$ cat src/rtl/core/fwdbv_pkg.sv
// ----------------------------------------------------------------------------
// fwdbv_pkg
// Shared widths, command and status codes, and the control word that the
// queue controller broadcasts to every storage cell.
// ----------------------------------------------------------------------------
package fwdbv_pkg;

  localparam int unsigned CMD_W  = 2;
  localparam int unsigned VAL_W  = 32;
  localparam int unsigned ST_W   = 3;
  localparam int unsigned FILL_W = 5;

  localparam logic [CMD_W-1:0] CMD_ENQ = 2'd0;
  localparam logic [CMD_W-1:0] CMD_DEQ = 2'd1;
  localparam logic [CMD_W-1:0] CMD_DEL = 2'd2;

  localparam logic [ST_W-1:0] ST_OK       = 3'd0;
  localparam logic [ST_W-1:0] ST_ZERO     = 3'd1;
  localparam logic [ST_W-1:0] ST_FULL     = 3'd2;
  localparam logic [ST_W-1:0] ST_EMPTY    = 3'd3;
  localparam logic [ST_W-1:0] ST_NOTFOUND = 3'd4;

  typedef struct packed {
    logic enq;
    logic deq;
  } cell_ctl_t;

endpackage

$ cat src/rtl/core/fwdbv_cell.sv
// ----------------------------------------------------------------------------
// fwdbv_cell
// One queue slot. It loads the broadcast word on an enqueue aimed at its
// position, takes its neighbor's word on a dequeue, and takes part in the
// delete wave that walks from the head one cell per cycle.
// ----------------------------------------------------------------------------
module fwdbv_cell #(
  parameter int unsigned IDX = 0,
  parameter int unsigned CW  = 5
) (
  input  logic                        clk,
  input  logic                        rst_n,
  input  fwdbv_pkg::cell_ctl_t        ctl,
  input  logic [fwdbv_pkg::VAL_W-1:0] value,
  input  logic [CW-1:0]               count,
  input  logic                        tok_in,
  input  logic                        hit_in,
  input  logic [fwdbv_pkg::VAL_W-1:0] nxt_slot,
  output logic                        tok_out,
  output logic                        hit_out,
  output logic                        hit_now,
  output logic [fwdbv_pkg::VAL_W-1:0] slot
);

  localparam logic [CW-1:0] MY_IDX   = CW'(IDX);
  localparam logic [CW-1:0] NEXT_IDX = CW'(IDX + 1);

  logic [fwdbv_pkg::VAL_W-1:0] slot_r, slot_nxt;
  logic                        tok_r, tok_nxt;
  logic                        hit_r, hit_nxt;
  logic                        eq;
  logic                        take;

  always_comb begin
    eq       = (slot_r == value);
    hit_now  = tok_in & (hit_in | eq);
    take     = ctl.deq | hit_now;
    slot_nxt = slot_r;
    if (ctl.enq && (count == MY_IDX)) begin
      slot_nxt = value;
    end else if (take) begin
      slot_nxt = nxt_slot;
    end
    tok_nxt = tok_in & (NEXT_IDX < count);
    hit_nxt = hit_in | eq;
  end

  always_ff @(posedge clk) begin
    if (!rst_n) begin
      tok_r <= 1'b0;
      hit_r <= 1'b0;
    end else begin
      tok_r <= tok_nxt;
      hit_r <= hit_nxt;
    end
    slot_r <= slot_nxt;
  end

  assign tok_out = tok_r;
  assign hit_out = hit_r;
  assign slot    = slot_r;

endmodule

$ cat src/rtl/core/fifo_with_delete_by_value.sv
// ----------------------------------------------------------------------------
// fifo_with_delete_by_value
// Bounded queue of nonzero 32-bit words with enqueue, dequeue and delete of
// the first matching word, built as a row of storage cells.
// ----------------------------------------------------------------------------
// A command word enters on the in_ channel (in_cmd, in_value) and gives exactly
// one result word on the out_ channel: a status, the dequeued value (zero
// otherwise) and the fill count after the command.
// Enqueue and dequeue write the result register from the execute state once it
// is free and return to idle with it, so the next command can then be taken.
// A delete sends a token down the cell row from the head, one cell per cycle;
// at the matching cell and behind it each cell takes its neighbor's word, which
// closes the gap in order; the result is given once the token has left the row.
// One command is in work at a time; in_ready is high whenever the controller
// is idle, so the next command is taken while a result still waits.
// When the receiver holds out_ready low, the result register holds its word
// and the controller waits with the next result until the register is free.
// Reset empties the queue and drops any pending result; slot contents are not
// cleared, only the fill count.
// ----------------------------------------------------------------------------
module fifo_with_delete_by_value #(
  parameter int unsigned DEPTH = 16
) (
  input  logic                          clk,
  input  logic                          rst_n,
  input  logic                          in_valid,
  output logic                          in_ready,
  input  logic [fwdbv_pkg::CMD_W-1:0]   in_cmd,
  input  logic [fwdbv_pkg::VAL_W-1:0]   in_value,
  output logic                          out_valid,
  input  logic                          out_ready,
  output logic [fwdbv_pkg::ST_W-1:0]    out_status,
  output logic [fwdbv_pkg::VAL_W-1:0]   out_value_out,
  output logic [fwdbv_pkg::FILL_W-1:0]  out_fill_count
);

  localparam int unsigned CW = $clog2(DEPTH + 1);
  localparam logic [CW-1:0] FULL_CNT = CW'(DEPTH);

  typedef enum logic [1:0] {
    S_IDLE,
    S_EXEC,
    S_DEL,
    S_FIN
  } state_t;

  state_t                              state_r, state_nxt;
  logic [fwdbv_pkg::CMD_W-1:0]         cmd_r, cmd_nxt;
  logic [fwdbv_pkg::VAL_W-1:0]         val_r, val_nxt;
  logic [CW-1:0]                       count_r, count_nxt;
  logic                                start_r, start_nxt;
  logic                                found_r, found_nxt;
  logic                                out_valid_r, out_valid_nxt;
  logic [fwdbv_pkg::ST_W-1:0]          out_status_r, out_status_nxt;
  logic [fwdbv_pkg::VAL_W-1:0]         out_value_r, out_value_nxt;
  logic [fwdbv_pkg::FILL_W-1:0]        out_fill_r, out_fill_nxt;

  fwdbv_pkg::cell_ctl_t                ctl;
  logic [DEPTH:0]                      tok_link;
  logic [DEPTH:0]                      hit_link;
  logic [DEPTH-1:0]                    hit_now;
  logic [fwdbv_pkg::VAL_W-1:0]         slot [DEPTH];
  logic                                out_free;
  logic                                tok_any;

  assign tok_link[0] = start_r;
  assign hit_link[0] = 1'b0;

  for (genvar i = 0; i < DEPTH; i++) begin : g_cell
    logic [fwdbv_pkg::VAL_W-1:0] nxt_src;
    if (i < DEPTH - 1) begin : g_mid
      assign nxt_src = slot[i+1];
    end else begin : g_tail
      assign nxt_src = slot[i];
    end
    fwdbv_cell #(
      .IDX (i),
      .CW  (CW)
    ) u_cell (
      .clk      (clk),
      .rst_n    (rst_n),
      .ctl      (ctl),
      .value    (val_r),
      .count    (count_r),
      .tok_in   (tok_link[i]),
      .hit_in   (hit_link[i]),
      .nxt_slot (nxt_src),
      .tok_out  (tok_link[i+1]),
      .hit_out  (hit_link[i+1]),
      .hit_now  (hit_now[i]),
      .slot     (slot[i])
    );
  end

  assign out_free = !out_valid_r || out_ready;
  assign tok_any  = |tok_link;

  always_comb begin
    state_nxt      = state_r;
    cmd_nxt        = cmd_r;
    val_nxt        = val_r;
    count_nxt      = count_r;
    start_nxt      = 1'b0;
    found_nxt      = found_r;
    out_valid_nxt  = out_valid_r & ~out_ready;
    out_status_nxt = out_status_r;
    out_value_nxt  = out_value_r;
    out_fill_nxt   = out_fill_r;
    ctl            = '0;
    case (state_r)
      S_IDLE: begin
        if (in_valid) begin
          cmd_nxt   = in_cmd;
          val_nxt   = in_value;
          state_nxt = S_EXEC;
        end
      end
      S_EXEC: begin
        if (cmd_r == fwdbv_pkg::CMD_DEL) begin
          found_nxt = 1'b0;
          start_nxt = (count_r != '0);
          state_nxt = S_DEL;
        end else if (out_free) begin
          out_valid_nxt  = 1'b1;
          out_status_nxt = fwdbv_pkg::ST_OK;
          out_value_nxt  = '0;
          case (cmd_r)
            fwdbv_pkg::CMD_ENQ: begin
              if (val_r == '0) begin
                out_status_nxt = fwdbv_pkg::ST_ZERO;
              end else if (count_r == FULL_CNT) begin
                out_status_nxt = fwdbv_pkg::ST_FULL;
              end else begin
                ctl.enq   = 1'b1;
                count_nxt = count_r + 1'b1;
              end
            end
            fwdbv_pkg::CMD_DEQ: begin
              if (count_r == '0) begin
                out_status_nxt = fwdbv_pkg::ST_EMPTY;
              end else begin
                ctl.deq       = 1'b1;
                out_value_nxt = slot[0];
                count_nxt     = count_r - 1'b1;
              end
            end
            default: begin
            end
          endcase
          out_fill_nxt = fwdbv_pkg::FILL_W'(count_nxt);
          state_nxt    = S_IDLE;
        end
      end
      S_DEL: begin
        found_nxt = found_r | (|hit_now);
        if (!tok_any) begin
          state_nxt = S_FIN;
        end
      end
      S_FIN: begin
        if (out_free) begin
          out_valid_nxt = 1'b1;
          out_value_nxt = '0;
          if (found_r) begin
            out_status_nxt = fwdbv_pkg::ST_OK;
            count_nxt      = count_r - 1'b1;
          end else begin
            out_status_nxt = fwdbv_pkg::ST_NOTFOUND;
          end
          out_fill_nxt = fwdbv_pkg::FILL_W'(count_nxt);
          state_nxt    = S_IDLE;
        end
      end
      default: begin
        state_nxt = S_IDLE;
      end
    endcase
  end

  always_ff @(posedge clk) begin
    if (!rst_n) begin
      state_r     <= S_IDLE;
      count_r     <= '0;
      start_r     <= 1'b0;
      found_r     <= 1'b0;
      out_valid_r <= 1'b0;
    end else begin
      state_r     <= state_nxt;
      count_r     <= count_nxt;
      start_r     <= start_nxt;
      found_r     <= found_nxt;
      out_valid_r <= out_valid_nxt;
    end
    cmd_r        <= cmd_nxt;
    val_r        <= val_nxt;
    out_status_r <= out_status_nxt;
    out_value_r  <= out_value_nxt;
    out_fill_r   <= out_fill_nxt;
  end

  assign in_ready       = (state_r == S_IDLE);
  assign out_valid      = out_valid_r;
  assign out_status     = out_status_r;
  assign out_value_out  = out_value_r;
  assign out_fill_count = out_fill_r;

`ifndef ASSERT_OFF
  a_count_bound: assert property (@(posedge clk) disable iff (!rst_n)
    count_r <= FULL_CNT)
    else $error("fill count above queue depth");

  a_one_token: assert property (@(posedge clk) disable iff (!rst_n)
    $onehot0(tok_link))
    else $error("more than one delete token in the cell row");

  a_enq_count: assert property (@(posedge clk) disable iff (!rst_n)
    ctl.enq |=> (count_r == $past(count_r) + 1'b1) && out_valid)
    else $error("enqueue did not advance the fill count");

  a_token_idle: assert property (@(posedge clk) disable iff (!rst_n)
    (state_r == S_IDLE) |-> !tok_any)
    else $error("delete token alive while the controller is idle");
`endif

endmodule
$ cat config.mk
export PLATFORM = sky130hd
export DESIGN_NAME = fifo_with_delete_by_value
export DESIGN_NICKNAME = d
export VERILOG_FILES = /design/src/rtl/core/fwdbv_pkg.sv /design/src/rtl/core/fwdbv_cell.sv /design/src/rtl/core/fifo_with_delete_by_value.sv
export SDC_FILE = /design/constraint.sdc
export NUM_CORES = 1
export LEC_CHECK = 0
export BUFFER_PORTS_ARGS = -buffer_cell sky130_fd_sc_hd__buf_2
export CAP_MARGIN = 20
export CORE_MARGIN = 4
export CORE_UTILIZATION = 55
export CTS_BUF_LIST = sky130_fd_sc_hd__clkbuf_8
export DETAILED_ROUTE_END_ITERATION = 7
export HOLD_SLACK_MARGIN = 0.12
export PLACE_DENSITY = 0.76
export SLEW_MARGIN = 20
export SYNTH_ARGS = -nofsm -noshare
export SYNTH_HDL_FRONTEND = slang
export SYNTH_HIERARCHICAL = 1
export SYNTH_SLANG_ARGS = --single-unit
$ cat constraint.sdc
create_clock -name clk -period 7.65 [get_ports clk]
set_input_delay 1.53 -clock clk [delete_from_list [all_inputs] [get_ports clk]]
set_output_delay 1.53 -clock clk [all_outputs]
set_load 0.02 [all_outputs]
==> results.md, run 1 <==
* Clock Sinks at 627
* Final TNS setup at 0 ps
* R2r setup slk at 2940 ps
* Startpoint types: register
* Skew-Pair Late Insertion Delay at 710 ps
* Top Ports at 80
* RSZ-0062 raised after global routing: no
* R2R Path End: g_cell[11].u_cell/slot[22]
* Port Buffer Count at 79
* VDD IR max at 151.2 µV
* Crit path DAT at 5100 ps
* Final hold violations at 0
* Chip Height at 256.0 µm
* Htree depth at 3
* DR iter-0 viols at 1280
* Final WL at 70560 µm
* Share of post-route cells with drive strength above 1 at 0.3276
* Mapped Cells at 2239
* Vias in the first global route at 20350
* Post-place setup slack at 3011 ps
* Reg2Reg Depth at 10
* Area growth syn-to-layout at 9.086%
* Syn nets at 2279
* CP most frequent cell: buf_4
* Worst Setup Slack, final at 2937 ps
* GPL Wtd Cong at 0.8772
* Pwr/cell area at 193.8 nW/µm²
* CTS root buf: clkbuf_8
* Hold WS at 448.2 ps
* Post-CTS Hold Fix Bufs at 0
* HP Class: register to register
* Crit path time final at 4713 ps
* CTS max path bufs at 3
* Post-DRT Antenna Nets at 0
* Die Area at 65530 µm²
* CP max-delay cell: edfxtp_1
* Wire length per cell at 21.45 µm
* TritonCTS clock tree: built
* LEAKAGE at 12.98 nW
* First-pass GRT wire length at 111400 µm
* Worst Skew at 24.66 ps
* Critical path required time at 8040 ps
* Yosys Warn Count at 6
* Critical path destination: g_cell[11].u_cell/slot[22]
* Post-DR vias/cell at 5.788
* Initial core utilization at 0.5583
* Final Slew Violations at 0
* Largest net degree at the start of global routing at 47
* Endpoints failing setup at 0
* Mapped cell area at 33820 µm²
* Remaining global-route overflow at 0
* DP Wirelength at 48850 µm
* Max_slew headroom at 0.2973
* Status: completed
* Die width at 256.0 µm
* Worst path max stage delay at 920 ps
* CP Max Fanout at 33
* Resized cells post-CTS at 0
* Final Net Count at 2460
* Total track usage at 0.2113
* Tcrit/Tclk final at 0.6161
* Worst-Margin Slew at 1052 ps
* Reg clk slew, reported paths at 70 ps
* Mean post-synth cell area at 15.11 µm²
* Detailed Routing Iterations Pass 1 at 5
* Max Cap Viol at 0
* CP startpoint: val_r[30]
* Total CTS buffers at 103
* Post-CTS setup buffer count at 0
* Remaining DRCs at 0
* Crit path kind: register to register
* Core area at 60580 µm²
* F_max at 212.2 MHz
* Initial antenna violation count at 0
* R2R Path Start: val_r[30]
* CP Capture Type: register
* Rows at 90
* Worst path cell trace: nor4_1 -> nand4_1 -> or2_1 -> nand2_1 -> nor3_2 -> buf_4 -> and3_2 -> nor2_1 -> o21ai_2 -> buf_4
* Total number of vias at 19040
-- state kept, by name (all words and copies together), names as in the netlist --
name and flops:
g_cell.u_cell/tok_out 16, out_valid 1, g_cell.u_cell/slot 512, start_r 1, cmd_r 2, out_status 3
val_r 32, out_value_out 32, out_fill_count 5, g_cell.u_cell/hit_out 15, state_r 2, found_r 1
count_r 5
-- where the power goes --
part / switching (mW) / total [mW] / leakage [nW] / internal, mW
clock network: 1.34 / 2.65 / 1.12 / 1.31
logic: 0.385 / 0.644 / 6.21 / 0.259
registers: 0.0515 / 3.86 / 5.66 / 3.81
-- worst min path at each step --
stage / startpoint / end / slack, ps / depth (start not counted)
finish: g_cell[7].u_cell/tok_out / g_cell[8].u_cell/tok_out / 450 / 2
global route: g_cell[2].u_cell/tok_out / g_cell[3].u_cell/tok_out / 470 / 2
CTS: g_cell[7].u_cell/tok_out / g_cell[8].u_cell/tok_out / 450 / 2
detailed placement: g_cell[7].u_cell/tok_out / g_cell[8].u_cell/tok_out / 450 / 2
global placement: g_cell[12].u_cell/tok_out / g_cell[13].u_cell/tok_out / 440 / 2
floorplan: g_cell[2].u_cell/tok_out / g_cell[3].u_cell/tok_out / 420 / 2
-- cell usage in the layout (no fill, tap or decap), types with 3 or more instances in the layout --
cell        n
a21oi_1    32
a311oi_1    3
a31oi_1    10
and2_1      4
and3_1     36
and3_2      4
buf_2      79
buf_4      66
clkbuf_8  108
clkinv_1   24
clkinv_2    6
dfxtp_1    40
edfxtp_1  586
inv_1      68
inv_6       3
mux2_1     21
mux2_2    225
mux2_4    266
mux2i_1     3
nand2_1    32
nand2b_1    5
nand3_1     7
nand3_4     4
nand3b_4    3
nand4_1   132
nand4b_4    3
nor2_1     42
nor2b_1    20
nor3_1      5
nor3b_4     4
nor4_1     48
nor4b_4     4
o21ai_0    11
o21ai_1     5
o21ai_2    16
xnor2_1   513
-- stage by stage --
step / total power [mW] / area, µm² / util / std cells
final: 7.151 / 36900 / 0.6090 / 3289
after global routing: 7.434 / 36890 / 0.6090 / 3288
after CTS: 7.223 / 36860 / 0.6085 / 3287
after detailed placement: 4.570 / 35010 / 0.5778 / 3096
after global placement: 4.542 / 34990 / 0.5776 / 3095
after floorplan: 4.381 / 33820 / - / 2239
-- layer usage --
metal	vias to the layer above	global-route usage	part of all wire
li1	8841	-	-
met2	523	0.3873	0.53
met4	0	0.08655	0.040
met3	176	0.03572	0.042
met5	-	0	0
met1	9498	0.2458	0.39
-- critical path: cells and delay by family, from the launching register on --
kind / cells / cell delay (ps)
buf+inv: 2 / 730
compound gates: 1 / 360
simple gates: 7 / 2340
flops: 1 / 920
-- area by class of cell --
cell class | instances | area [µm²]
tap | 782 | 978.4
clock inverter | 83 | 370.4
antenna | 1 | 2.502
inverter | 23 | 86.33
multi-input combinational | 1518 | 14620
sequential | 627 | 18420
clock buffer | 108 | 1486
timing repair buffer | 147 | 929.6
fill | 4433 | 23690
(Power assumes the default switching activity.)
==> inputs of run 2 (changes only) <==
--- a/config.mk
+++ b/config.mk
@@ -5,6 +5,7 @@
 export SDC_FILE = /design/constraint.sdc
 export NUM_CORES = 1
 export LEC_CHECK = 0
+export ABC_AREA = 1
 export BUFFER_PORTS_ARGS = -buffer_cell sky130_fd_sc_hd__buf_2
 export CAP_MARGIN = 20
 export CORE_MARGIN = 4
==> constraint.sdc (replaced) <==
create_clock -name clk -period 4.9 [get_ports clk]
set_input_delay 0.98 -clock clk [delete_from_list [all_inputs] [get_ports clk]]
set_output_delay 0.98 -clock clk [all_outputs]
set_load 0.02 [all_outputs]
==> run 2 against run 1 <==
Against the previous run:
- maximum frequency increased by 38%
- design area increased by 4.3%
- largest power group unchanged
- die area increased by 4.6%
- flip-flop and latch count unchanged
- count of clock-buffer cells in the layout increased by 3
- critical path depth increased by 2
- via count increased by 37%
- sequential share of layout area decreased by 2.1 points
- critical endpoint is now g_cell[11].u_cell/slot[27]
- utilization decreased by 0.21 points
==> results.md, run 2 <==
* Status: completed
* Worst-Margin Slew at 794.0 ps (-257.6 ps)
* Crit path DAT at 3810 ps (-1290 ps)
* Mapped cell area at 35410 µm² (+4.7%)
* Worst Setup Slack, final at 1477 ps (-1460 ps)
* Reg clk slew, reported paths at 60 ps (about the same)
* Initial antenna violation count at 1 (+1)
* Wire length per cell at 16.72 µm (-22%)
* Area growth syn-to-layout at 8.710%
* First-pass GRT wire length at 131800 µm (+18%)
* Syn nets at 4006 (+76%)
* LEAKAGE at 17.11 nW (+32%)
* Hold Path Sink: val_r[29]
* Die Area at 68510 µm² (+4.6%)
* Initial core utilization at 0.5583 (about the same)
* Antenna cells at 0 (-1)
* Worst hold path depth at 1 (-1)
* Clock Sinks at 627 (unchanged)
* Total track usage at 0.2424 (+0.03110)
* Crit path time final at 3423 ps (-1290 ps)
* Worst Skew at 36.41 ps (+11.76 ps)
* TritonCTS clock tree: built
* Crit path kind: register to register
* Mean post-synth cell area at 8.929 µm² (-41%)
* R2r setup slk at 1480 ps (-1460 ps)
* Final Slew Violations at 0 (unchanged)
* Register area at 18420 µm² (about the same)
* Tcrit/Tclk final at 0.6985 (+0.08243)
* Critical path required time at 5290 ps (-2750 ps)
* CTS root buf: clkbuf_8
* Final WL at 84480 µm (+20%)
* Commonest non-fill, non-tap cell in the layout: nand2_1
* Core area at 63430 µm² (+4.7%)
* Multi-input logic area at 14580 µm² (-0.27%)
* Htree depth at 3 (unchanged)
* VDD IR max at 202.4 µV (+34%)
* R2R Path Start: val_r[19]
* F_max at 292.2 MHz (+38%)
* Post-place setup slack at 1335 ps (-1676 ps)
* Port Buffer Count at 79 (unchanged)
* RSZ-0062 raised after global routing: no
* Max Cap Viol at 0 (unchanged)
* DP Wirelength at 53960 µm (+10%)
* CP Capture Type: register
* Final Net Count at 4167 (+69%)
* Die width at 261.7 µm (+2.3%)
* CP Max Fanout at 42 (+27%)
* Utilization after layout at 0.6069 (-0.002065)
* Total CTS buffers at 103 (unchanged)
* CTS max path bufs at 3 (unchanged)
* Remaining DRCs at 0 (unchanged)
* Final hold violations at 0 (unchanged)
* Filler cell count in the final layout at 5236 (+18%)
* Hold_sp: in_value[29]
* Pwr/cell area at 304.1 nW/µm² (+57%)
* R2R Path End: g_cell[11].u_cell/slot[27]
* Chip Height at 261.7 µm (+2.3%)
* Post-DRT Antenna Nets at 0 (unchanged)
* GPL Wtd Cong at 0.8987 (+2.5%)
* HP Class: primary input to register
* Skew-Pair Late Insertion Delay at 710 ps (about the same)
* Final TNS setup at 0 ps (unchanged)
* Rows at 92 (+2.2%)
* Reg2Reg Depth at 12 (+2)
* CP startpoint: val_r[19]
* Startpoint types: register
* Max_slew headroom at 0.4707 (+0.1734)
* Yosys Warn Count at 6 (unchanged)
* Post-CTS setup buffer count at 0 (unchanged)
* Resized cells post-CTS at 0 (unchanged)
* Most frequent cells in the layout: nand2_1 (1727), edfxtp_1 (586), inv_1 (433)
* Top Ports at 80 (unchanged)
* Largest net degree at the start of global routing at 65 (+38%)
* Vias in the first global route at 25400 (+25%)
* Share of post-route cells with drive strength above 1 at 0.1253 (-0.2023)
* Detailed Routing Iterations Pass 1 at 5 (unchanged)
* Number of flip-flops in the largest register at 512 (unchanged)
* Total number of vias at 26120 (+37%)
* Remaining global-route overflow at 0 (unchanged)
* Endpoints failing setup at 0 (unchanged)
* Mapped Cells at 3966 (+77%)
* Post-CTS Hold Fix Bufs at 0 (unchanged)
* DR iter-0 viols at 2035 (+59%)
* Post-DR vias/cell at 5.171 (-11%)
[run 2: how the worst max path moves through the flow]
stage	slack (ps)	end
2_1_floorplan	460	g_cell[13].u_cell/slot[0]
3_3_place_gp	1350	g_cell[11].u_cell/slot[25]
3_5_place_dp	1330	g_cell[15].u_cell/slot[31]
4_1_cts	1520	g_cell[11].u_cell/slot[27]
5_1_grt	1180	g_cell[11].u_cell/slot[25]
6_report	1480	g_cell[11].u_cell/slot[27]
[run 2: where the power goes]
part           internal, mW  total, mW  switching (mW)  leakage [nW]
logic                 0.458       1.39           0.929          10.4
registers              6.02       6.13           0.104          5.66
clock network          2.08       4.19            2.11          1.09
total                  8.56       11.7            3.15          17.1
[run 2: layout make-up]
class | instances | area share
Sequential cell | 627 | 0.4784
Timing Repair Buffer | 150 | 0.02412
Multi-Input combinational cell | 2804 | 0.3788
Clock inverter | 73 | 0.008126
Inverter | 441 | 0.04329
Tap cell | 846 | 0.02750
Clock buffer | 111 | 0.03969
[run 2: layer usage]
metal | GRT usage | share of wire | wire length, µm
met1 | 0.2990 | 0.40 | 34050
met2 | 0.4228 | 0.50 | 41990
met3 | 0.06013 | 0.075 | 6325
met4 | 0.07385 | 0.025 | 2109
met5 | 0 | 0 | 0
[run 2: metrics by stage]
stage          total power [mW]  cell area [µm²]  cells  hold slack [ps]
3_3_place_gp              7.569            36650   4868            444.5
6_report                  11.71            38500   5052            449.5
4_1_cts                   11.78            38490   5052            379.1
5_1_grt                   12.19            38500   5052            379.0
2_1_floorplan             7.193            35420   3966            425.0
3_5_place_dp              7.602            36650   4868            445.1
[run 2: critical path: stages (launching register included)]
cell	delay [ps]
edfxtp_1	420
nor2_1	130
nand2_1	70
nor2_1	250
nand4_1	340
nand3_1	190
nor3_2	50
buf_4	240
nand4_4	400
clkinv_2	440
nor2_1	200
nand2_1	70
buf_4	260
==> inputs of run 3 (changes only) <==
--- a/config.mk
+++ b/config.mk
@@ -13,7 +13,7 @@
 export CTS_BUF_LIST = sky130_fd_sc_hd__clkbuf_8
 export DETAILED_ROUTE_END_ITERATION = 7
 export HOLD_SLACK_MARGIN = 0.12
-export PLACE_DENSITY = 0.76
+export PLACE_DENSITY = 0.79
 export SLEW_MARGIN = 20
 export SYNTH_ARGS = -nofsm -noshare
 export SYNTH_HDL_FRONTEND = slang
==> constraint.sdc (replaced) <==
create_clock -name clk -period 2.9 [get_ports clk]
set_input_delay 0.58 -clock clk [delete_from_list [all_inputs] [get_ports clk]]
set_output_delay 0.58 -clock clk [all_outputs]
set_load 0.02 [all_outputs]
==> run 3 against run 2 <==
Against the previous run:
- sequential power increased by 70%
- first-iteration DRC count increased by 23%
- design area increased by 3.3%
- count of clock-buffer cells in the layout decreased by 5
- critical endpoint is now g_cell[10].u_cell/slot[28]
- via count increased by 1.9%
- total power increased by 70%
- global-route usage increased by 0.90 points
- worst hold slack got worse by 110 ps
- clock power increased by 68%
- critical path depth increased by 1
- largest power group unchanged
- flip-flop and latch count unchanged
- non-clock buffer count increased by 69
==> results.md, run 3 (synthesis gave the netlist of run 2 again) <==
* CP startpoint: val_r[5]
* Remaining global-route overflow at 0 (unchanged)
* Worst Skew at 41.28 ps (+4.868 ps)
* R2R Path End: g_cell[10].u_cell/slot[28]
* Rows at 92 (unchanged)
* Largest net degree at the start of global routing at 65 (unchanged)
* Vias in the first global route at 26240 (+3.3%)
* Total track usage at 0.2514 (+0.009038)
* Number of flip-flops in the largest register at 512 (unchanged)
* Post-DR vias/cell at 5.195 (+0.47%)
* CP delay by family, top: simple AND/OR/NAND/NOR gates
* CP max-delay cell: edfxtp_1
* Reg2Reg Depth at 13 (+1)
* Commonest non-fill, non-tap cell in the layout: nand2_1
* Crit path time final at 2770 ps (-652.7 ps)
* CP Max Fanout at 41 (-2.4%)
* Filler cell count in the final layout at 4925 (-5.9%)
* CP Capture Type: register
* TritonCTS clock tree: built
* Most frequent cells in the layout: nand2_1 (1693), edfxtp_1 (586), inv_1 (437)
* Area growth syn-to-layout at 12.25%
* Clock Sinks at 627 (unchanged)
* Port Buffer Count at 79 (unchanged)
* CP bufs+invs at 3 (unchanged)
* Critical path destination: g_cell[10].u_cell/slot[28]
* RSZ-0062 raised after global routing: no
* Worst path cell trace: nor2_1 -> nand2_1 -> nor2_1 -> nand4_1 -> nand3_2 -> nor3_4 -> buf_12 -> and3b_1 -> and2_1 -> buf_4 -> inv_6 -> nand2_1 -> o21ai_2
* Max_slew headroom at 0.5152 (+0.04455)
* Status: completed
* DR iter-0 viols at 2501 (+23%)
* Wire length per cell at 17.00 µm (+1.7%)
* Endpoints failing setup at 0 (unchanged)
* Die width at 261.7 µm (unchanged)
* VDD IR max at 348.8 µV (+72%)
* First-pass GRT wire length at 136500 µm (+3.6%)
* Post-place setup slack at 243.0 ps (-1092 ps)
* Crit path DAT at 3300 ps (-510 ps)
* CTS max path bufs at 3 (unchanged)
* Share of post-route cells with drive strength above 1 at 0.1408 (+0.01549)
* GPL Wtd Cong at 0.8746 (-2.7%)
* Max Cap Viol at 0 (unchanged)
* Initial antenna violation count at 2 (+1)
* R2r setup slk at 130 ps (-1350 ps)
* F_max at 361.0 MHz (+24%)
* Post-CTS setup buffer count at 0 (unchanged)
* Post-DRT Antenna Nets at 0 (unchanged)
* Hold WS at 340.6 ps (-108.9 ps)
* Final Slew Violations at 0 (unchanged)
* Final hold violations at 0 (unchanged)
* HP Class: primary input to register
* Core area at 63430 µm² (unchanged)
* Tcrit/Tclk final at 0.9552 (+0.2567)
* CTS root buf: clkbuf_8
* Worst Setup Slack, final at 130.0 ps (-1347 ps)
* Detailed Routing Iterations Pass 1 at 6 (+1)
* Total number of vias at 26610 (+1.9%)
* Worst-Margin Slew at 727.2 ps (-66.82 ps)
* Final WL at 87090 µm (+3.1%)
* Worst path max stage delay at 470 ps (+30 ps)
* Pwr/cell area at 501.1 nW/µm² (+65%)
* R2R Path Start: val_r[5]
* Skew-Pair Late Insertion Delay at 710 ps (about the same)
* Crit path depth at 13 (+1)
* Total CTS buffers at 102 (-0.97%)
* Htree depth at 3 (unchanged)
* Remaining DRCs at 0 (unchanged)
* Chip Height at 261.7 µm (unchanged)
* Final Net Count at 4235 (+1.6%)
* Startpoint types: register
* Crit path kind: register to register
* Critical path required time at 3430 ps (-1860 ps)
* LEAKAGE at 17.59 nW (+2.8%)
* Reg clk slew, reported paths at 60 ps (about the same)
* DP Wirelength at 58170 µm (+7.8%)
* Die Area at 68510 µm² (unchanged)
* Top Ports at 80 (unchanged)
* Initial core utilization at 0.5583 (unchanged)
-- run 3: cell types whose count changed in the layout (fill, tap and decap cells not counted), sizes merged, moves of 5 or more --
cell         before  now
inv             482  491
clkbuf          111  106
clkinv           31   26
dlygate4sd3       0   34
buf             150  185
-- run 3: where the power goes --
| part | internal [mW] | switching (mW) |
|---|---|---|
| clock network | 3.47 | 3.55 |
| registers | 10.2 | 0.199 |
| logic | 0.894 | 1.63 |
-- run 3: final cells by class --
cell class | count | area [µm²] | area share
Antenna cell | 1 | 2.502 | 0.00006295
Clock buffer | 106 | 1459 | 0.03670
Inverter | 441 | 1678 | 0.04221
Tap cell | 846 | 1059 | 0.02663
Sequential cell | 627 | 18420 | 0.4634
Clock inverter | 79 | 365.4 | 0.009191
Multi-Input combinational cell | 2804 | 14870 | 0.3742
Timing Repair Buffer | 219 | 1894 | 0.04766
-- run 3: what timing repair did --
item,CTS,global route
resized for setup,0,0
hold buffers,34,0
endpoints found under the hold margin,34,0
-- run 3: metal layers --
metal / GRT usage / vias up / share of wire
li1: - / 12990 / -
met1: 0.3050 / 12310 / 0.39
met2: 0.4303 / 1024 / 0.49
met3: 0.05512 / 287 / 0.080
met4: 0.1166 / 0 / 0.047
met5: 0 / - / 0
-- run 3: worst min-delay path by stage --
stage                                           to  cells after the start                startpoint
after floorplan           g_cell[4].u_cell/tok_out                      2  g_cell[3].u_cell/tok_out
after global placement    g_cell[1].u_cell/hit_out                      2  g_cell[0].u_cell/hit_out
after detailed placement  g_cell[9].u_cell/hit_out                      2  g_cell[8].u_cell/hit_out
after CTS                                out_valid                      4                 out_ready
after global routing                    state_r[0]                      5                  in_valid
final                                    out_valid                      4                 out_ready
-- run 3: worst register-to-register path, stage by stage (launching register included) --
cell,delay [ps]
edfxtp_1,470
nor2_1,200
nand2_1,100
nor2_1,190
nand4_1,180
nand3_2,130
nor3_4,50
buf_12,180
and3b_1,200
and2_1,160
buf_4,230
inv_6,320
nand2_1,140
o21ai_2,70
-- run 3: stage by stage --
step / TNS, ps / std cells / total power, mW / cell area, µm² / util
2_1_floorplan: -314810 / 3966 / 12.17 / 35810 / -
3_3_place_gp: 0 / 4903 / 12.91 / 37580 / 0.5926
3_5_place_dp: 0 / 4903 / 12.99 / 37580 / 0.5926
4_1_cts: 0 / 5122 / 19.97 / 39750 / 0.6267
5_1_grt: 0 / 5122 / 20.70 / 39750 / 0.6267
6_report: 0 / 5123 / 19.92 / 39750 / 0.6267
